==> src/design/topocentric_look_angle_window_assert.svh <==
// Assertion macros shared by the look-angle window RTL.
// Each macro expects signals named clk and rst_n in the including module.
`ifndef TOPOCENTRIC_LOOK_ANGLE_WINDOW_ASSERT_SVH
`define TOPOCENTRIC_LOOK_ANGLE_WINDOW_ASSERT_SVH

// Consequent must hold in the same cycle as the antecedent.
`define TLAW_ASSERT_IMP(lbl, ante, cons, msg) \
  lbl: assert property (@(posedge clk) disable iff (!rst_n) (ante) |-> (cons)) \
    else $error(msg);

// Consequent must hold in the cycle after the antecedent.
`define TLAW_ASSERT_NXT(lbl, ante, cons, msg) \
  lbl: assert property (@(posedge clk) disable iff (!rst_n) (ante) |=> (cons)) \
    else $error(msg);

// Condition must never be true.
`define TLAW_ASSERT_NEVER(lbl, cond, msg) \
  lbl: assert property (@(posedge clk) disable iff (!rst_n) !(cond)) \
    else $error(msg);

`endif

==> src/design/tlaw_pkg.sv <==
// Shared types, constants and CORDIC helpers for the look-angle window.
// No dependencies; every other design module refers to it by scoped names.
package tlaw_pkg;

  localparam int CORDIC_STEPS = 30;
  localparam int QUEUE_DEPTH  = 4;

  localparam logic signed [35:0] Q30_PI       = 36'sd3373259426;
  localparam logic signed [35:0] Q30_HALF_PI  = 36'sd1686629713;
  localparam logic signed [35:0] Q30_TWO_PI   = 36'sd6746518852;
  localparam logic signed [32:0] Q30_INV_GAIN = 33'sd652032874;
  localparam logic signed [21:0] Q20_GAIN     = 22'sd1726753;
  localparam logic signed [34:0] EARTH_RADIUS = 35'sd6523904;

  typedef enum logic [2:0] {
    CFG_STATION_LONGITUDE = 3'd0,
    CFG_STATION_LATITUDE  = 3'd1,
    CFG_STATION_ALTITUDE  = 3'd2,
    CFG_AZIMUTH_MIN       = 3'd3,
    CFG_AZIMUTH_MAX       = 3'd4,
    CFG_ELEVATION_MIN     = 3'd5,
    CFG_ELEVATION_MAX     = 3'd6
  } cfg_index_t;

  typedef enum logic [2:0] {
    TRIG_LOAD,
    TRIG_REDUCE,
    TRIG_WRAP,
    TRIG_FOLD,
    TRIG_ROT,
    TRIG_IDLE
  } trig_state_t;

  typedef struct packed {
    logic signed [31:0] pos_x;
    logic signed [31:0] pos_y;
    logic signed [31:0] pos_z;
  } in_item_t;

  typedef struct packed {
    logic        visible;
    logic        above_horizon;
    logic [18:0] azimuth;
    logic [16:0] elevation;
  } out_item_t;

  typedef struct packed {
    logic signed [32:0] cos_lon;
    logic signed [32:0] sin_lon;
    logic signed [32:0] cos_lat;
    logic signed [32:0] sin_lat;
  } trig_t;

  typedef struct packed {
    logic signed [57:0] hx;
    logic signed [57:0] hy;
    logic signed [57:0] nzg;
    logic               above;
    logic               zero;
  } q_item_t;

  typedef struct packed {
    logic signed [57:0] x;
    logic signed [57:0] y;
    logic signed [35:0] z;
    logic signed [57:0] aux;
    logic               above;
    logic               zero;
  } bk_stage_t;

  function automatic logic [29:0] atan_q30(input logic [4:0] i);
    logic [29:0] v;
    case (i)
      5'd0:  v = 30'd843314856;
      5'd1:  v = 30'd497837829;
      5'd2:  v = 30'd263043836;
      5'd3:  v = 30'd133525158;
      5'd4:  v = 30'd67021686;
      5'd5:  v = 30'd33543515;
      5'd6:  v = 30'd16775850;
      5'd7:  v = 30'd8388437;
      5'd8:  v = 30'd4194282;
      5'd9:  v = 30'd2097149;
      5'd10: v = 30'd1048575;
      5'd11: v = 30'd524287;
      5'd12: v = 30'd262143;
      5'd13: v = 30'd131071;
      5'd14: v = 30'd65535;
      5'd15: v = 30'd32767;
      5'd16: v = 30'd16383;
      5'd17: v = 30'd8191;
      5'd18: v = 30'd4095;
      5'd19: v = 30'd2047;
      5'd20: v = 30'd1023;
      5'd21: v = 30'd511;
      5'd22: v = 30'd255;
      5'd23: v = 30'd127;
      5'd24: v = 30'd63;
      5'd25: v = 30'd31;
      5'd26: v = 30'd15;
      5'd27: v = 30'd7;
      5'd28: v = 30'd3;
      5'd29: v = 30'd1;
      default: v = '0;
    endcase
    return v;
  endfunction

  // Round a Q30 product sum to the nearest integer, ties toward plus infinity.
  function automatic logic signed [37:0] rnd30(input logic signed [67:0] v);
    logic signed [67:0] s;
    s = (v + 68'sd536870912) >>> 30;
    return s[37:0];
  endfunction

  // One CORDIC vectoring step toward y = 0.
  function automatic bk_stage_t vec_step(input bk_stage_t s, input logic [4:0] i);
    bk_stage_t          o;
    logic signed [57:0] xs;
    logic signed [57:0] ys;
    logic signed [35:0] at;
    o  = s;
    xs = s.x >>> i;
    ys = s.y >>> i;
    at = $signed({6'b0, atan_q30(i)});
    if (s.y > 0) begin
      o.x = s.x + ys;
      o.y = s.y - xs;
      o.z = s.z + at;
    end else begin
      o.x = s.x - ys;
      o.y = s.y + xs;
      o.z = s.z - at;
    end
    return o;
  endfunction

endpackage

==> src/design/tlaw_trig.sv <==
// Sequential CORDIC that derives sin/cos of the station longitude and latitude.
// Depends on tlaw_pkg; restarts on reset and on a write of either angle.
module tlaw_trig #(
  parameter int ANGLE_FRACTION_BITS = 16
) (
  input  logic                clk,
  input  logic                rst_n,
  input  logic                start,
  input  logic signed [18:0]  lon,
  input  logic signed [17:0]  lat,
  output logic                busy,
  output tlaw_pkg::trig_t     trig
);

  localparam int SH = 30 - ANGLE_FRACTION_BITS;
  localparam int AW = 19 + SH;
  localparam int MW = (AW > 36) ? AW : 36;
  localparam int RS = (AW > 34) ? AW - 33 : 1;
  localparam int KW = (RS > 1) ? $clog2(RS) : 1;

  tlaw_pkg::trig_state_t state_r, state_nxt;
  logic                  sel_r, sel_nxt;
  logic [KW-1:0]         k_r, k_nxt;
  logic [MW-1:0]         mag_r, mag_nxt;
  logic                  sgn_r, sgn_nxt;
  logic signed [35:0]    r_r, r_nxt;
  logic                  neg_r, neg_nxt;
  logic signed [32:0]    x_r, x_nxt;
  logic signed [32:0]    y_r, y_nxt;
  logic [4:0]            i_r, i_nxt;
  tlaw_pkg::trig_t       trig_r, trig_nxt;

  logic signed [AW-1:0]  ang;
  logic [AW-1:0]         mag_abs;
  logic [MW-1:0]         thr;
  logic signed [35:0]    m36;
  logic signed [35:0]    r0;
  logic signed [32:0]    xs, ys, xr, yr;
  logic signed [35:0]    at, rr;

  assign ang     = sel_r ? {lat[17], lat, {SH{1'b0}}} : {lon, {SH{1'b0}}};
  assign mag_abs = ang[AW-1] ? AW'(-ang) : AW'(ang);
  assign thr     = MW'(tlaw_pkg::Q30_TWO_PI) << k_r;
  assign m36     = $signed(mag_r[35:0]);
  assign r0      = (sgn_r && (m36 != 0)) ? tlaw_pkg::Q30_TWO_PI - m36 : m36;

  // Rotation step on the shared datapath.
  assign xs = x_r >>> i_r;
  assign ys = y_r >>> i_r;
  assign at = $signed({6'b0, tlaw_pkg::atan_q30(i_r)});
  always_comb begin
    if (r_r >= 0) begin
      xr = x_r - ys;
      yr = y_r + xs;
      rr = r_r - at;
    end else begin
      xr = x_r + ys;
      yr = y_r - xs;
      rr = r_r + at;
    end
  end

  always_comb begin
    state_nxt = state_r;
    sel_nxt   = sel_r;
    k_nxt     = k_r;
    mag_nxt   = mag_r;
    sgn_nxt   = sgn_r;
    r_nxt     = r_r;
    neg_nxt   = neg_r;
    x_nxt     = x_r;
    y_nxt     = y_r;
    i_nxt     = i_r;
    trig_nxt  = trig_r;
    case (state_r)
      tlaw_pkg::TRIG_LOAD: begin
        mag_nxt   = MW'(mag_abs);
        sgn_nxt   = ang[AW-1];
        k_nxt     = KW'(RS - 1);
        state_nxt = tlaw_pkg::TRIG_REDUCE;
      end
      tlaw_pkg::TRIG_REDUCE: begin
        // Restoring remainder by 2*pi, one shifted modulus per cycle.
        if (mag_r >= thr) begin
          mag_nxt = mag_r - thr;
        end
        if (k_r == '0) begin
          state_nxt = tlaw_pkg::TRIG_WRAP;
        end else begin
          k_nxt = k_r - 1'b1;
        end
      end
      tlaw_pkg::TRIG_WRAP: begin
        r_nxt     = (r0 > tlaw_pkg::Q30_PI) ? r0 - tlaw_pkg::Q30_TWO_PI : r0;
        state_nxt = tlaw_pkg::TRIG_FOLD;
      end
      tlaw_pkg::TRIG_FOLD: begin
        if (r_r > tlaw_pkg::Q30_HALF_PI) begin
          r_nxt   = r_r - tlaw_pkg::Q30_PI;
          neg_nxt = 1'b1;
        end else if (r_r < -tlaw_pkg::Q30_HALF_PI) begin
          r_nxt   = r_r + tlaw_pkg::Q30_PI;
          neg_nxt = 1'b1;
        end else begin
          neg_nxt = 1'b0;
        end
        x_nxt     = tlaw_pkg::Q30_INV_GAIN;
        y_nxt     = '0;
        i_nxt     = '0;
        state_nxt = tlaw_pkg::TRIG_ROT;
      end
      tlaw_pkg::TRIG_ROT: begin
        x_nxt = xr;
        y_nxt = yr;
        r_nxt = rr;
        i_nxt = i_r + 1'b1;
        if (i_r == 5'(tlaw_pkg::CORDIC_STEPS - 1)) begin
          if (sel_r) begin
            trig_nxt.cos_lat = neg_r ? -xr : xr;
            trig_nxt.sin_lat = neg_r ? -yr : yr;
            state_nxt        = tlaw_pkg::TRIG_IDLE;
          end else begin
            trig_nxt.cos_lon = neg_r ? -xr : xr;
            trig_nxt.sin_lon = neg_r ? -yr : yr;
            sel_nxt          = 1'b1;
            state_nxt        = tlaw_pkg::TRIG_LOAD;
          end
        end
      end
      tlaw_pkg::TRIG_IDLE: begin
        state_nxt = tlaw_pkg::TRIG_IDLE;
      end
      default: begin
        state_nxt = tlaw_pkg::TRIG_IDLE;
      end
    endcase
    if (start) begin
      state_nxt = tlaw_pkg::TRIG_LOAD;
      sel_nxt   = 1'b0;
    end
  end

  always_ff @(posedge clk) begin
    if (!rst_n) begin
      state_r <= tlaw_pkg::TRIG_LOAD;
      sel_r   <= 1'b0;
    end else begin
      state_r <= state_nxt;
      sel_r   <= sel_nxt;
    end
  end

  always_ff @(posedge clk) begin
    k_r    <= k_nxt;
    mag_r  <= mag_nxt;
    sgn_r  <= sgn_nxt;
    r_r    <= r_nxt;
    neg_r  <= neg_nxt;
    x_r    <= x_nxt;
    y_r    <= y_nxt;
    i_r    <= i_nxt;
    trig_r <= trig_nxt;
  end

  assign busy = (state_r != tlaw_pkg::TRIG_IDLE);
  assign trig = trig_r;

endmodule

==> config.mk <==
export PLATFORM = sky130hd
export DESIGN_NAME = tlaw_trig
export DESIGN_NICKNAME = d
export VERILOG_FILES = /design/src/design/topocentric_look_angle_window_assert.svh /design/src/design/tlaw_pkg.sv /design/src/design/tlaw_trig.sv
export SDC_FILE = /design/constraint.sdc
export NUM_CORES = 1
export LEC_CHECK = 0
export BUFFER_PORTS_ARGS = -buffer_cell sky130_fd_sc_hd__buf_2
export CAP_MARGIN = 20
export CORE_MARGIN = 2
export CORE_UTILIZATION = 29
export CTS_BUF_LIST = sky130_fd_sc_hd__clkbuf_2
export DETAILED_ROUTE_END_ITERATION = 8
export SLEW_MARGIN = 30
export SYNTH_ARGS = -nofsm -noshare
export SYNTH_HDL_FRONTEND = slang
export SYNTH_SLANG_ARGS = --single-unit
==> constraint.sdc <==
create_clock -name clk -period 18.6 [get_ports clk]
set_clock_uncertainty 0.05 [all_clocks]
set_input_delay 1.86 -clock clk [delete_from_list [all_inputs] [get_ports clk]]
set_output_delay 1.86 -clock clk [all_outputs]
set_load 0.02 [all_outputs]
==> impl_metrics.toml <==
[layout]
final_common_cell = "edfxtp_1"
synthToLayoutAreaGrowth_pct = 10.5
final_cell_mix = "275 x edfxtp_1, 269 x nand2_1, 255 x nor2_1"
layout-drive-gt1-share = 0.157
nNetsFinal = 3585

[clock_network]
cts.sinks = 309
clkSlewWorstSetupHoldPaths_ns = 0.12
cts_buffer_depth = 3
cts_root_buffer = "clkbuf_2"
cts_tree = "yes"
cts_made_buffers = 91
cts.repair.resized = 0
cts.repair_timing.setup_buffer_count = 0
cts.hold.buffers_added = 0
ctsHtreeMaxLevel = 3
insertion_delay_ns = 1.25

[synth]
synth_xor_area_frac = 0.107
ys_ff_latch = 309
synth_area_mm2 = 0.0295
synth_fa_ha_area_frac = 0.0685
ys_async_sr_fraction = 0
synth_edf_count = 275
syn_nets = 3456
synthSimpleGateAreaFrac = 0.177
synth_top_family_by_area = "compound AO/OA/AOI/OAI gates"
syn_inst = 3257
synth-main-ff-cell = "edfxtp_1"
yosysUniqueCellTypes = 105
yosys_warnings = 0
seq_area_frac_synth = 0.303
synth_mux_area_frac = 0.0947
synth-compound-area-share = 0.212
avgSynthCellArea_um2 = 9.06

[hold_path]
min_path_type = "reg -> reg"

[grt]
grt_max_degree = 96
grt_usage = 0.171
grt_antenna_before_repair = 2
met2_usage = 0.296
grt_pass1_wl_mm = 142
grt.busiest_layer = "met2"
overflow = 0
grt_use_met3 = 0.0261
met1_usage = 0.214
grt_pass1_vias = 25100

[timing]
rsz0062_at_grt = "no"
relSlewSlack = 0.374
min_period_ns = 8.57
min_period_over_period = 0.461
worst_slack_ns = 10.03
worstMarginPinSlew_ns = 0.929
fmaxAchievable_mhz = 117
maxSlewViolCount = 0
tns_ns = 0
setup_violations = 0
finalHoldViolCount = 0

[place]
dp_slack_ns = 10.11
io_buffers = 172
hpwl_mm = 68.5
gp_congestion = 0.955

[floorplanning]
die_w_um = 323
core_mm2 = 0.100
dieArea_mm2 = 0.104
io_pins = 173
fp.dieH_um = 323
row_count = 116
start_util = 0.294

[detailed_routing]
route.detailed.drc = 0
routed_wl_mm = 91.7
drt_iter0_drc = 2057
routed_via_density = 5.47
detail_route.first_pass.iterations = 5
detail_route.wl_per_cell_um = 19.0
antenna_left = 0
vias = 26400

[pwr]
vdd_drop_max_v = 0.0000371
leakagePower_uw = 0.0120
p_clk_frac = 0.258
internal_power_uw = 1430
p_sw_uw = 897
swShare = 0.386
p_comb_frac = 0.364
p_per_area_mw_per_mm2 = 71.4
pwr-share-seq = 0.378

[outcome]
status = "completed"

[setup_path]
crit_type = "reg -> reg"
critPathRequiredTime_ns = 19.43
crit_path_start_kind = "flop"
worstPathMaxFanout = 46
end_kind = "flop"
crit_arrival_ns = 9.40

[job]
drv_cap = 0
## flip-flops by register name, indices dropped and copies added (netlist names)
signal / flops
at: 30
trig: 132
neg_r: 1
y_r: 33
sgn_r: 1
m36: 34
i_r: 5
x_r: 33
state_r: 3
r_r: 36
sel_r: 1
## layout make-up
type,instances,area (um2)
Inverter,93,354
Sequential cell,309,8940
Multi-Input combinational cell,2679,19500
Timing Repair Buffer,212,1160
Tap cell,1357,1700
Clock inverter,39,302
Fill cell,10600,67800
Antenna cell,2,5.00
Clock buffer,131,656
## worst max-delay path: stages, from the launching register on
cell	delay (ns)
edfxtp_1	0.39
buf_4	0.50
buf_4	0.71
mux4_2	0.65
mux4_2	0.51
nand2_1	0.10
o31a_1	0.18
ha_1	0.21
inv_1	0.06
nor2_1	0.09
a32oi_1	0.15
or3_1	0.41
o21ai_0	0.24
xnor2_1	0.11
ha_1	0.52
nand3_1	0.14
or2_2	0.29
o22ai_1	0.23
mux2i_1	0.12
a2111oi_1	0.77
and3_1	0.34
nand4_1	0.18
nor3_1	0.35
nand3_1	0.26
o41ai_1	0.45
xnor2_1	0.17
## per-stage QoR
stage               cell area (um2)  hold slack (ns)  cells  total power [uW]  utilization
floorplan                     29500            0.479   3257              1540            -
global placement              31600            0.529   4650              1730        0.315
detailed placement            31600            0.543   4650              1730        0.315
CTS                           32600            0.559   4820              2350        0.324
global route                  32600            0.595   4821              2490        0.325
finish                        32600            0.558   4822              2330        0.325
## power by group through the flow
stage                     logic, uW  clock network (uW)  registers (uW)
after floorplan                 697                   0             845
after global placement          834                   0             893
after detailed placement        841                   0             893
after CTS                       847                 629             878
after global routing            943                 659             885
final                           848                 600             880
## synth_stat cells, types with 63 or more instances
master	number	area share
nand2_1	270	0.034
xnor2_1	215	0.064
a21o_1	73	0.019
o21ai_0	230	0.039
inv_1	88	0.011
xor2_1	144	0.043
mux2i_1	63	0.021
a21oi_1	194	0.033
nor2_1	257	0.033
clkbuf_1	119	0.015
edfxtp_1	275	0.28
ha_1	155	0.066
nor3_1	89	0.015
mux4_2	85	0.065
nand3_1	76	0.013
## cells by family after synthesis
kind of cell | Yosys count
adder cells (fa/ha/maj) | 159
multiplexers | 170
XOR/XNOR | 359
flip-flops | 309
AO/OA/AOI/OAI | 945
AND/OR/NAND/NOR | 1046
buffers and inverters | 269
## metal layers
metal	vias to the layer above	share of wire
li1	12600	-
met1	12600	0.43
met2	911	0.48
met3	205	0.055
met4	0	0.032
met5	-	0
## path summary, 6_finish.rpt
path | end | start | slack, ns | depth (start not counted)
min | i_r[0] | i_r[0] | 0.56 | 1
max | trig[98] | i_r[0] | 10.03 | 25
min reg2reg | i_r[0] | i_r[0] | 0.56 | 1
max reg2reg | trig[98] | i_r[0] | 10.03 | 25
No activity file was read; power rests on OpenSTA's default activity.
