==> src/design/topocentric_look_angle_window_assert.svh <==
// Assertion macros shared by the look-angle window RTL.
// Each macro expects signals named clk and rst_n in the including module.
`ifndef TOPOCENTRIC_LOOK_ANGLE_WINDOW_ASSERT_SVH
`define TOPOCENTRIC_LOOK_ANGLE_WINDOW_ASSERT_SVH

// Consequent must hold in the same cycle as the antecedent.
`define TLAW_ASSERT_IMP(lbl, ante, cons, msg) \
  lbl: assert property (@(posedge clk) disable iff (!rst_n) (ante) |-> (cons)) \
    else $error(msg);

// Consequent must hold in the cycle after the antecedent.
`define TLAW_ASSERT_NXT(lbl, ante, cons, msg) \
  lbl: assert property (@(posedge clk) disable iff (!rst_n) (ante) |=> (cons)) \
    else $error(msg);

// Condition must never be true.
`define TLAW_ASSERT_NEVER(lbl, cond, msg) \
  lbl: assert property (@(posedge clk) disable iff (!rst_n) !(cond)) \
    else $error(msg);

`endif

==> src/design/tlaw_pkg.sv <==
// Shared types, constants and CORDIC helpers for the look-angle window.
// No dependencies; every other design module refers to it by scoped names.
package tlaw_pkg;

  localparam int CORDIC_STEPS = 30;
  localparam int QUEUE_DEPTH  = 4;

  localparam logic signed [35:0] Q30_PI       = 36'sd3373259426;
  localparam logic signed [35:0] Q30_HALF_PI  = 36'sd1686629713;
  localparam logic signed [35:0] Q30_TWO_PI   = 36'sd6746518852;
  localparam logic signed [32:0] Q30_INV_GAIN = 33'sd652032874;
  localparam logic signed [21:0] Q20_GAIN     = 22'sd1726753;
  localparam logic signed [34:0] EARTH_RADIUS = 35'sd6523904;

  typedef enum logic [2:0] {
    CFG_STATION_LONGITUDE = 3'd0,
    CFG_STATION_LATITUDE  = 3'd1,
    CFG_STATION_ALTITUDE  = 3'd2,
    CFG_AZIMUTH_MIN       = 3'd3,
    CFG_AZIMUTH_MAX       = 3'd4,
    CFG_ELEVATION_MIN     = 3'd5,
    CFG_ELEVATION_MAX     = 3'd6
  } cfg_index_t;

  typedef enum logic [2:0] {
    TRIG_LOAD,
    TRIG_REDUCE,
    TRIG_WRAP,
    TRIG_FOLD,
    TRIG_ROT,
    TRIG_IDLE
  } trig_state_t;

  typedef struct packed {
    logic signed [31:0] pos_x;
    logic signed [31:0] pos_y;
    logic signed [31:0] pos_z;
  } in_item_t;

  typedef struct packed {
    logic        visible;
    logic        above_horizon;
    logic [18:0] azimuth;
    logic [16:0] elevation;
  } out_item_t;

  typedef struct packed {
    logic signed [32:0] cos_lon;
    logic signed [32:0] sin_lon;
    logic signed [32:0] cos_lat;
    logic signed [32:0] sin_lat;
  } trig_t;

  typedef struct packed {
    logic signed [57:0] hx;
    logic signed [57:0] hy;
    logic signed [57:0] nzg;
    logic               above;
    logic               zero;
  } q_item_t;

  typedef struct packed {
    logic signed [57:0] x;
    logic signed [57:0] y;
    logic signed [35:0] z;
    logic signed [57:0] aux;
    logic               above;
    logic               zero;
  } bk_stage_t;

  function automatic logic [29:0] atan_q30(input logic [4:0] i);
    logic [29:0] v;
    case (i)
      5'd0:  v = 30'd843314856;
      5'd1:  v = 30'd497837829;
      5'd2:  v = 30'd263043836;
      5'd3:  v = 30'd133525158;
      5'd4:  v = 30'd67021686;
      5'd5:  v = 30'd33543515;
      5'd6:  v = 30'd16775850;
      5'd7:  v = 30'd8388437;
      5'd8:  v = 30'd4194282;
      5'd9:  v = 30'd2097149;
      5'd10: v = 30'd1048575;
      5'd11: v = 30'd524287;
      5'd12: v = 30'd262143;
      5'd13: v = 30'd131071;
      5'd14: v = 30'd65535;
      5'd15: v = 30'd32767;
      5'd16: v = 30'd16383;
      5'd17: v = 30'd8191;
      5'd18: v = 30'd4095;
      5'd19: v = 30'd2047;
      5'd20: v = 30'd1023;
      5'd21: v = 30'd511;
      5'd22: v = 30'd255;
      5'd23: v = 30'd127;
      5'd24: v = 30'd63;
      5'd25: v = 30'd31;
      5'd26: v = 30'd15;
      5'd27: v = 30'd7;
      5'd28: v = 30'd3;
      5'd29: v = 30'd1;
      default: v = '0;
    endcase
    return v;
  endfunction

  // Round a Q30 product sum to the nearest integer, ties toward plus infinity.
  function automatic logic signed [37:0] rnd30(input logic signed [67:0] v);
    logic signed [67:0] s;
    s = (v + 68'sd536870912) >>> 30;
    return s[37:0];
  endfunction

  // One CORDIC vectoring step toward y = 0.
  function automatic bk_stage_t vec_step(input bk_stage_t s, input logic [4:0] i);
    bk_stage_t          o;
    logic signed [57:0] xs;
    logic signed [57:0] ys;
    logic signed [35:0] at;
    o  = s;
    xs = s.x >>> i;
    ys = s.y >>> i;
    at = $signed({6'b0, atan_q30(i)});
    if (s.y > 0) begin
      o.x = s.x + ys;
      o.y = s.y - xs;
      o.z = s.z + at;
    end else begin
      o.x = s.x - ys;
      o.y = s.y + xs;
      o.z = s.z - at;
    end
    return o;
  endfunction

endpackage

==> src/design/tlaw_queue.sv <==
// Short register FIFO that decouples the front pipeline from the CORDIC back end.
// Depends on tlaw_pkg for the entry type and depth.
module tlaw_queue (
  input  logic               clk,
  input  logic               rst_n,
  input  logic               push,
  input  tlaw_pkg::q_item_t  wdata,
  input  logic               pop,
  output tlaw_pkg::q_item_t  rdata,
  output logic               full,
  output logic               empty
);

  localparam int PW = $clog2(tlaw_pkg::QUEUE_DEPTH);
  localparam int CW = $clog2(tlaw_pkg::QUEUE_DEPTH + 1);

  tlaw_pkg::q_item_t mem_r [tlaw_pkg::QUEUE_DEPTH];
  logic [PW-1:0]     wr_ptr_r, rd_ptr_r;
  logic [CW-1:0]     count_r;

  assign full  = (count_r == CW'(tlaw_pkg::QUEUE_DEPTH));
  assign empty = (count_r == '0);
  assign rdata = mem_r[rd_ptr_r];

  always_ff @(posedge clk) begin
    if (!rst_n) begin
      wr_ptr_r <= '0;
      rd_ptr_r <= '0;
      count_r  <= '0;
    end else begin
      if (push) begin
        wr_ptr_r <= wr_ptr_r + 1'b1;
      end
      if (pop) begin
        rd_ptr_r <= rd_ptr_r + 1'b1;
      end
      if (push && !pop) begin
        count_r <= count_r + 1'b1;
      end else if (pop && !push) begin
        count_r <= count_r - 1'b1;
      end
    end
  end

  always_ff @(posedge clk) begin
    if (push) begin
      mem_r[wr_ptr_r] <= wdata;
    end
  end

endmodule

==> config.mk <==
export PLATFORM = sky130hd
export DESIGN_NAME = tlaw_queue
export DESIGN_NICKNAME = d
export VERILOG_FILES = /design/src/design/topocentric_look_angle_window_assert.svh /design/src/design/tlaw_pkg.sv /design/src/design/tlaw_queue.sv
export SDC_FILE = /design/constraint.sdc
export NUM_CORES = 1
export LEC_CHECK = 0
export BUFFER_PORTS_ARGS = -buffer_cell sky130_fd_sc_hd__buf_4
export CORE_ASPECT_RATIO = 1.2
export CORE_MARGIN = 5
export CORE_UTILIZATION = 51
export CTS_CLUSTER_DIAMETER = 80
export CTS_CLUSTER_SIZE = 25
export DETAILED_ROUTE_END_ITERATION = 10
export PLACE_DENSITY = 0.77
export SLEW_MARGIN = 20
export SYNTH_ARGS = -nofsm -noshare
export SYNTH_HDL_FRONTEND = slang
export SYNTH_SLANG_ARGS = --single-unit
==> constraint.sdc <==
create_clock -name clk -period 4.9 [get_ports clk]
set_clock_uncertainty 0.15 [all_clocks]
set_input_delay 0.245 -clock clk [delete_from_list [all_inputs] [get_ports clk]]
set_output_delay 0.245 -clock clk [all_outputs]
set_load 0.05 [all_outputs]
==> results of run 1 <==
==> power breakdown <==
group	internal [mW]	switching, mW	total (mW)
registers	7.00	0.0956	7.10
logic	0.841	1.44	2.28
clock network	1.39	1.73	3.12
total	9.23	3.26	12.5
==> logic make-up (layout without fill, tap and decap cells) <==
group / Yosys count / after routing
AOI/OAI and AO/OA: 2 / 2
xor gates and xnor gates: 5 / 5
adders and majority gates: 6 / 6
and+or+nand+nor: 15 / 15
muxes: 178 / 178
other: 0 / 6
DFF: 713 / 713
buffers and inverters: 44 / 604
==> flip-flops by register name, indices dropped and copies added (netlist names), named ones only <==
register	cells
rd_ptr_r	2
wr_ptr_r	2
mem_r	704
count_r	3
==> stage by stage <==
stage          utilization  setup WS, ps  instance area, um2  total power, mW  hold slack [ps]
6_report             0.639          1730               32100             12.5              274
5_1_grt              0.639          1490               32100             12.9              244
4_1_cts              0.639          1640               32100             12.6              234
3_5_place_dp         0.584          2260               29300             9.41              296
3_3_place_gp         0.584          2280               29300             9.37              294
2_1_floorplan            -          1610               25900             8.68              194
==> final cells by class <==
cell class	instances	share of cell area
clock inverters	1	0.000351
inverters	4	0.000468
clock buffers	43	0.0299
repair buffers	556	0.148
well taps	644	0.0251
diodes	6	0.000468
flip-flops and latches	713	0.665
multi-input cells	206	0.132
==> path summary, 6_finish.rpt <==
kind,start,to,slack (ps),cells after the start
hold / removal,wdata[7],mem_r[1][7],270,2
setup reg to reg,wr_ptr_r[0],mem_r[2][162],2430,4
hold reg to reg,count_r[2],count_r[2],370,2
setup / recovery,flip-flop,rdata[101],1730,3
==> per-layer routing <==
layer	vias to the layer above	wire length [um]	part of all wire
li1	5230	-	-
met1	6360	19800	0.37
met2	383	28100	0.53
met3	93	3250	0.061
met4	0	1860	0.035
met5	-	0	0
==> cell usage in the layout (no fill, tap or decap) <==
cell             n
a21boi_0         1
and2_1           5
and2_4           4
buf_12           9
buf_4          367
clkbuf_1         5
clkbuf_16       37
clkbuf_8         1
dfxtp_1          7
dfxtp_4          2
diode_2          6
dlygate4sd3_1  180
edfxtp_1       704
fa_1             1
ha_1             5
inv_1            4
inv_8            1
mux2i_1          2
mux4_2         176
nand2_1          1
nor2b_1          2
nor3_1           1
nor3b_1          1
o21ai_0          1
or3_1            1
xnor2_1          2
xor2_1           3
==> what timing repair did <==
item / 4_1_cts / 5_1_grt
hold endpoints to repair: 713 / 0
endpoints found under the setup margin: 0 / 0
hold buffers: 180 / 0
==> out/results.ini, run 1 <==
[outcome]
status=complete, no violations

[synthesis]
yosysSeqAreaShare=0.825
synthArstFlopShare=0
yosys_warnings=0
ys.flop_type=edfxtp_1
synth_top_area_share=0.818
synth-simple-area-share=0.00353
synth_most_common_cell=edfxtp_1
ys_types=20
synthTopCellsByCount=704 x edfxtp_1, 176 x mux4_2, 19 x buf_2
synth_top_area_cell=edfxtp_1
synth-edff-count=704
synth.ff_latch_count=713
synthMuxAreaShare=0.154
synth_area_um2=25900
yosys-top-cells-area=edfxtp_1 82%, mux4_2 15%, buf_6 0.74%, dfxtp_1 0.70%, buf_2 0.37%
synthXorXnorAreaFrac=0.00169
synth_top_family_by_area=multiplexers
synthAdderAreaFrac=0.00319
postSynthAreaPerCell_um2=26.8
synth_compound_area_frac=0.000484
synth_cells=963
syn_nets=1149

[timing]
rsz0062_at_grt=false
period_minus_slack_ps=3170
maxSlewViolCount=0
worst_pin_slew_ps=1060
fin_crit_sh=0.647
setup_viol=0
max_freq_ghz=0.315
hold_violations=0
maxSlewHeadroom=0.294
setup_tns_ps=0

[grt]
grt_most_used_layer=met2
grt_max_degree=90
grt.met2_usage=0.331
grt_pass1_vias=13075
grtUsageMet1=0.245
grtUsageMet3=0.0431
grt_usage=0.192
grt_overflow=0
antenna_found_initial=3
grt_first_pass_wirelength_um=81400

[critical_path]
critical_path_required_ps=4510
path_max_fanout=63
cp_slowest_cell=dfxtp_4
crit_chain=buf_12, mux4_2, buf_4
path_class=reg2out
critPathBufInv=2
end_kind=output port
cp.arrival_ps=2780
cp_top_family=flip-flops
max_stage_delay_ps=750
start_kind=flip-flop

[route]
postRouteWirelength_um=53000
drc=0
vias_per_cell=5.55
via_count=12066
wl_per_cell_um=24.4
dr.pass1.iters=5
drtIter0Drc=1020
ant_nets=0

[cts]
post_cts_buffers=0
clock_path_buffers=3
cts_tree=done
numCtsBuffers=34
clk_pin_slew_worst_paths_ps=90
cts_sinks=713
ctsHtreeMaxLevel=2
insertion_delay_ps=550
cts.repair.resized=0
cts_root_buffer=clkbuf_16

[finish]
area_delta_synth_final_pct=24.2
layout.nets=1701
num-fill-cells=3188
multiInputGateArea_um2=4220
layoutNonFillerInstCount=2173
seq_area_um2=21300
layout-drive-gt1-share=0.392

[die]
chipWidth_um=216
die_area_um2=55300
io_pins=358
die_h_um=257
core_area_um2=50200
core.rowCount=90
initial_utilization=0.515

[placement]
dp_cells=1943
portBuffers=357
gp_congestion=0.728
hpwl_um=31400

[pwr]
ir_worst_vdd_mv=0.286
p_leak_nw=10.7
power_density_nw_per_um2=389

[run]
maxCapViolCount=0

[min_path]
hp-class=in2reg

Power figures use the tool's default switching activity.
==> inputs of run 2 (changes only) <==
- clock period: 4.9 -> 2.8 ns (I/O delays scaled with it)
==> out/results.ini, run 2 (synthesis gave the netlist of run 1 again) <==
[route]
drc=0  ; unchanged
postRouteWirelength_um=54800  ; +3.4%
ant_nets=0  ; unchanged
drtIter0Drc=939  ; -7.9%
dr.pass1.iters=4  ; -1
wl_per_cell_um=25.0  ; +2.4%
vias_per_cell=5.59  ; +0.64%
via_count=12260  ; +1.6%

[placement]
portBuffers=357  ; unchanged
gp_congestion=0.732  ; +0.56%
hpwl_um=32800  ; +4.4%
dpl_cell_area_um2=29600  ; +1.1%
pre_cts_ws_ps=755  ; -1500 ps
dp_cells=1965  ; +1.1%

[finish]
largest_reg_flops=704  ; unchanged
regMostFlops=mem_r
seq_area_um2=21300  ; unchanged
num-fill-cells=3140  ; -1.5%
layout-drive-gt1-share=0.400  ; +0.00775
layoutNonFillerInstCount=2194  ; +0.97%
area_delta_synth_final_pct=25.4
reg_top3=mem_r: 704 flops, count_r: 3 flops
multiInputGateArea_um2=4220  ; unchanged
final_common_cell=edfxtp_1
mostFrequentLayoutCells=704 x edfxtp_1, 376 x buf_4, 181 x dlygate4sd3_1
postLayoutCellArea_um2=32400  ; +1.0%
layout.nets=1724  ; +1.4%

[grt]
grtUsageMet3=0.0442  ; +0.00118
grt_first_pass_wirelength_um=83800  ; +2.9%
grt_most_used_layer=met2
grt_max_degree=55  ; -39%
grt_pass1_vias=13337  ; +2.0%
grt.met2_usage=0.344  ; +0.0131
grt_overflow=0  ; unchanged
antenna_found_initial=5  ; +2
grt_usage=0.198  ; +0.00610
grtUsageMet1=0.253  ; +0.00832

[pwr]
power_density_nw_per_um2=676  ; +74%
comb_power_share=0.188  ; +0.006
p_int_mw=16.2  ; +75%
p_leak_nw=10.9  ; +1.5%
seq_power_share=0.565  ; -0.003
p_clk_frac=0.247  ; -0.003
swShare=0.262  ; +0.000648
p_sw_mw=5.74  ; +76%
ir_worst_vdd_mv=0.737  ; +160%

[timing]
rsz0062_at_grt=false
max_freq_ghz=0.385
maxSlewViolCount=0  ; unchanged
fin_crit_sh=0.928
setup_tns_ps=0  ; unchanged
period_minus_slack_ps=2600
worst_pin_slew_ps=637  ; -422 ps
hold_violations=0  ; unchanged
maxSlewHeadroom=0.576  ; +0.282
hold_ws_ps=171  ; -103 ps
setup_viol=0  ; unchanged
finalWorstSetupSlack_ps=202  ; -1530 ps

[cts]
cts_sinks=713  ; unchanged
ctsHtreeMaxLevel=2  ; unchanged
cts_root_buffer=clkbuf_16
cts_tree=done
numCtsBuffers=34  ; unchanged
insertion_delay_ps=560  ; about the same
clk_pin_slew_worst_paths_ps=100  ; about the same
clock_path_buffers=3  ; unchanged
post_cts_buffers=0  ; unchanged
cts.repair.resized=0  ; unchanged

[critical_path]
r2r-end=mem_r[1][123]
path_max_fanout=42  ; -33%
start_kind=flip-flop
end_kind=output port
worst_setup_path_endpoint=rdata[37]
ff2ff_setup_slack_ps=860  ; -1570 ps
r2r_cells=4  ; unchanged
path_class=reg2out
critical_path_required_ps=2510  ; -2000 ps
cp.arrival_ps=2310  ; -470 ps
reg2reg_from=wr_ptr_r[1]

[die]
die_area_um2=55300  ; unchanged
io_pins=358  ; unchanged
chipWidth_um=216  ; unchanged
initial_utilization=0.515  ; unchanged
die_h_um=257  ; unchanged
core_area_um2=50200  ; unchanged
core.rowCount=90  ; unchanged

[min_path]
hp-class=in2reg
min_path_cells=2  ; unchanged

[run]
maxCapViolCount=0  ; unchanged

[outcome]
status=complete, no violations

run 2: worst min-delay path by stage:
| stage | start | end | slack, ps |
|---|---|---|---|
| floorplan | wdata[0] | mem_r[0][0] | 90 |
| detailed placement | wdata[83] | mem_r[3][83] | 190 |
| global placement | wdata[9] | mem_r[0][9] | 190 |
| CTS | wdata[121] | mem_r[1][121] | 120 |
| finish | wdata[21] | mem_r[3][21] | 170 |
| global route | wdata[108] | mem_r[3][108] | 130 |
run 2: worst max-delay path, stage by stage, from the launching register on:
cell and delay (ps):
dfxtp_4 770, buf_12 330, mux4_2 380, buf_4 210
run 2: cell type report:
type,count,share of cell area
Clock inverter,1,0.000502
Multi-Input combinational cell,206,0.130
Timing Repair Buffer,579,0.157
Sequential cell,713,0.658
Clock buffer,43,0.0293
Antenna cell,4,0.000309
Inverter,4,0.000463
Tap cell,644,0.0249
run 2: metrics by stage:
step                      utilization  power, mW
after CTS                       0.645       22.1
after global placement          0.590       16.5
final                           0.646       21.9
after global routing            0.646       22.8
after floorplan                     -       15.2
after detailed placement        0.590       16.5
run 2: metal layers:
metal / up-vias / wire length [um]
met2: 398 / 29100
met4: 2 / 1620
met3: 88 / 3270
met1: 6495 / 20800
met5: - / 13
li1: 5277 / -
run 2: timing repair:
item                                   in CTS  in global routing
endpoints found under the hold margin     713                  0
hold buffers                              181                  0
setup endpoints to repair                   0                  0
run 2: power groups by stage:
| stage | sequential [mW] | clock, mW | combinational (mW) |
|---|---|---|---|
| 6_report | 12.4 | 5.42 | 4.12 |
| 3_5_place_dp | 12.6 | 0 | 3.91 |
| 3_3_place_gp | 12.6 | 0 | 3.88 |
| 5_1_grt | 12.4 | 6.04 | 4.30 |
| 4_1_cts | 12.4 | 5.60 | 4.14 |
| 2_1_floorplan | 12.6 | 0 | 2.59 |
==> inputs of run 3 (changes only) <==
- REMOVE_ABC_BUFFERS: default -> 1
==> out/results.ini, run 3 (synthesis gave the netlist of run 1 again) <==
[outcome]
status=complete, no violations

[critical_path]
max_stage_delay_ps=600  ; -170 ps
cp_top_family=buffers and inverters
cp.arrival_ps=2330  ; +20 ps
crit_chain=buf_12, mux4_2, buf_4
cp_slowest_cell=mux4_2
start_kind=flip-flop
path_max_fanout=51  ; +21%
ff2ff_setup_slack_ps=800  ; -60 ps
path_class=reg2out
end_kind=output port
critical_path_required_ps=2510  ; about the same
critPathBufInv=2  ; unchanged

[finish]
layout-drive-gt1-share=0.396  ; -0.00338
num-fill-cells=3204  ; +2.0%
regMostFlops=mem_r
reg_top3=mem_r: 704 flops, count_r: 3 flops
postLayoutCellArea_um2=32300  ; -0.25%
mostFrequentLayoutCells=704 x edfxtp_1, 369 x buf_4, 180 x dlygate4sd3_1
seq_area_um2=21300  ; unchanged
layout.nets=1715  ; -0.52%
multiInputGateArea_um2=4220  ; unchanged
area_delta_synth_final_pct=25.1
final_common_cell=edfxtp_1
largest_reg_flops=704  ; unchanged

[timing]
fin_crit_sh=0.937  ; +0.00941
worst_pin_slew_ps=692  ; +55.3 ps
rsz0062_at_grt=false
maxSlewViolCount=0  ; unchanged
finalWorstSetupSlack_ps=176  ; -26.4 ps
setup_viol=0  ; unchanged
period_minus_slack_ps=2620  ; +26.4 ps
maxSlewHeadroom=0.539  ; -0.0369
max_freq_ghz=0.381  ; -1.0%
hold_violations=0  ; unchanged
setup_tns_ps=0  ; unchanged

[cts]
insertion_delay_ps=540  ; -20 ps
cts_root_buffer=clkbuf_16
clk_pin_slew_worst_paths_ps=100  ; about the same
clock_path_buffers=3  ; unchanged
cts_tree=done
post_cts_buffers=0  ; unchanged
ctsHtreeMaxLevel=2  ; unchanged
cts_sinks=713  ; unchanged
numCtsBuffers=34  ; unchanged

[route]
postRouteWirelength_um=53700  ; -2.0%
vias_per_cell=5.54  ; -0.80%
dr.pass1.iters=5  ; +1
drtIter0Drc=820  ; -13%
drc=0  ; unchanged
wl_per_cell_um=24.6  ; -1.6%
ant_nets=0  ; unchanged
via_count=12118  ; -1.2%

[placement]
dpl_cell_area_um2=29600  ; -0.24%
gp_congestion=0.724  ; -1.1%
pre_cts_ws_ps=712  ; -42.8 ps
portBuffers=357  ; unchanged
hpwl_um=32300  ; -1.5%

[grt]
grt_pass1_vias=13198  ; -1.0%
grt_max_degree=69  ; +25%
grtUsageMet3=0.0428  ; -0.00142
grt_usage=0.194  ; -0.00407
antenna_found_initial=5  ; unchanged
grt_overflow=0  ; unchanged
grt_most_used_layer=met2
grt_first_pass_wirelength_um=82000  ; -2.1%
grt.met2_usage=0.334  ; -0.0103
grtUsageMet1=0.249  ; -0.00387

[die]
chipWidth_um=216  ; unchanged
core.rowCount=90  ; unchanged
die_area_um2=55300  ; unchanged
core_area_um2=50200  ; unchanged
initial_utilization=0.515  ; unchanged
die_h_um=257  ; unchanged
io_pins=358  ; unchanged

[pwr]
comb_power_share=0.186  ; -0.002
power_density_nw_per_um2=677  ; about the same
p_leak_nw=10.8  ; -0.44%
ir_worst_vdd_mv=0.563  ; -24%
p_clk_frac=0.248  ; about the same
finalPower_mw=21.9  ; -0.19%
p_int_mw=16.2  ; about the same
p_sw_mw=5.71  ; -0.47%
swShare=0.261  ; -0.000756
seq_power_share=0.565  ; about the same

[min_path]
hp-class=in2reg

[run]
maxCapViolCount=0  ; unchanged

## run 3: cell count changes in the layout (fill, tap and decap cells not counted), sizes merged
cell	delta
clkinv	-1
dlygate4sd3	-1
diode	-1
buf	-8
inv	+1
clkbuf	+2
## run 3: worst paths after layout
kind	start	to	cells after the start
setup reg to reg	wr_ptr_r[1]	mem_r[1][55]	4
hold / removal	wdata[130]	mem_r[3][130]	2
setup / recovery	flip-flop	rdata[22]	3
hold reg to reg	count_r[2]	count_r[2]	2
## run 3: cell type report
cell class | instances | area share
diodes | 3 | 0.000232
flip-flops and latches | 713 | 0.659
clock buffers | 45 | 0.0296
clock inverters | 1 | 0.000348
inverters | 4 | 0.000464
multi-input cells | 206 | 0.131
repair buffers | 570 | 0.154
well taps | 644 | 0.0249
## run 3: power by group through the flow
stage          clock network (mW)  logic, mW  registers, mW
2_1_floorplan                   0       2.48           12.8
3_3_place_gp                    0       3.86           12.6
3_5_place_dp                    0       3.89           12.6
4_1_cts                      5.60       4.12           12.4
5_1_grt                      6.03       4.27           12.4
6_report                     5.44       4.08           12.4
## run 3: timing repair
action | 4_1_cts | 5_1_grt
resized for setup | 0 | 0
endpoints found under the hold margin | 713 | 0
hold buffers | 180 | 0
## run 3: per-stage QoR
stage,util,cells,hold slack (ps)
2_1_floorplan,-,923,88.9
3_3_place_gp,0.589,1957,189
3_5_place_dp,0.589,1957,192
4_1_cts,0.644,2183,122
5_1_grt,0.644,2185,140
6_report,0.644,2186,169
## run 3: layer usage
layer / share of wire / wire length, um / vias up
li1: - / - / 5255
met1: 0.38 / 20400 / 6331
met2: 0.52 / 28200 / 442
met3: 0.062 / 3350 / 88
met4: 0.033 / 1780 / 2
met5: 0.00020 / 11 / -
## run 3: worst register-to-register path, delay by kind of cell (launching register included)
family	cells	cell delay, ps
and+or+nand+nor	1	590
buffers and inverters	2	460
DFF	1	350
adders and majority gates	1	150
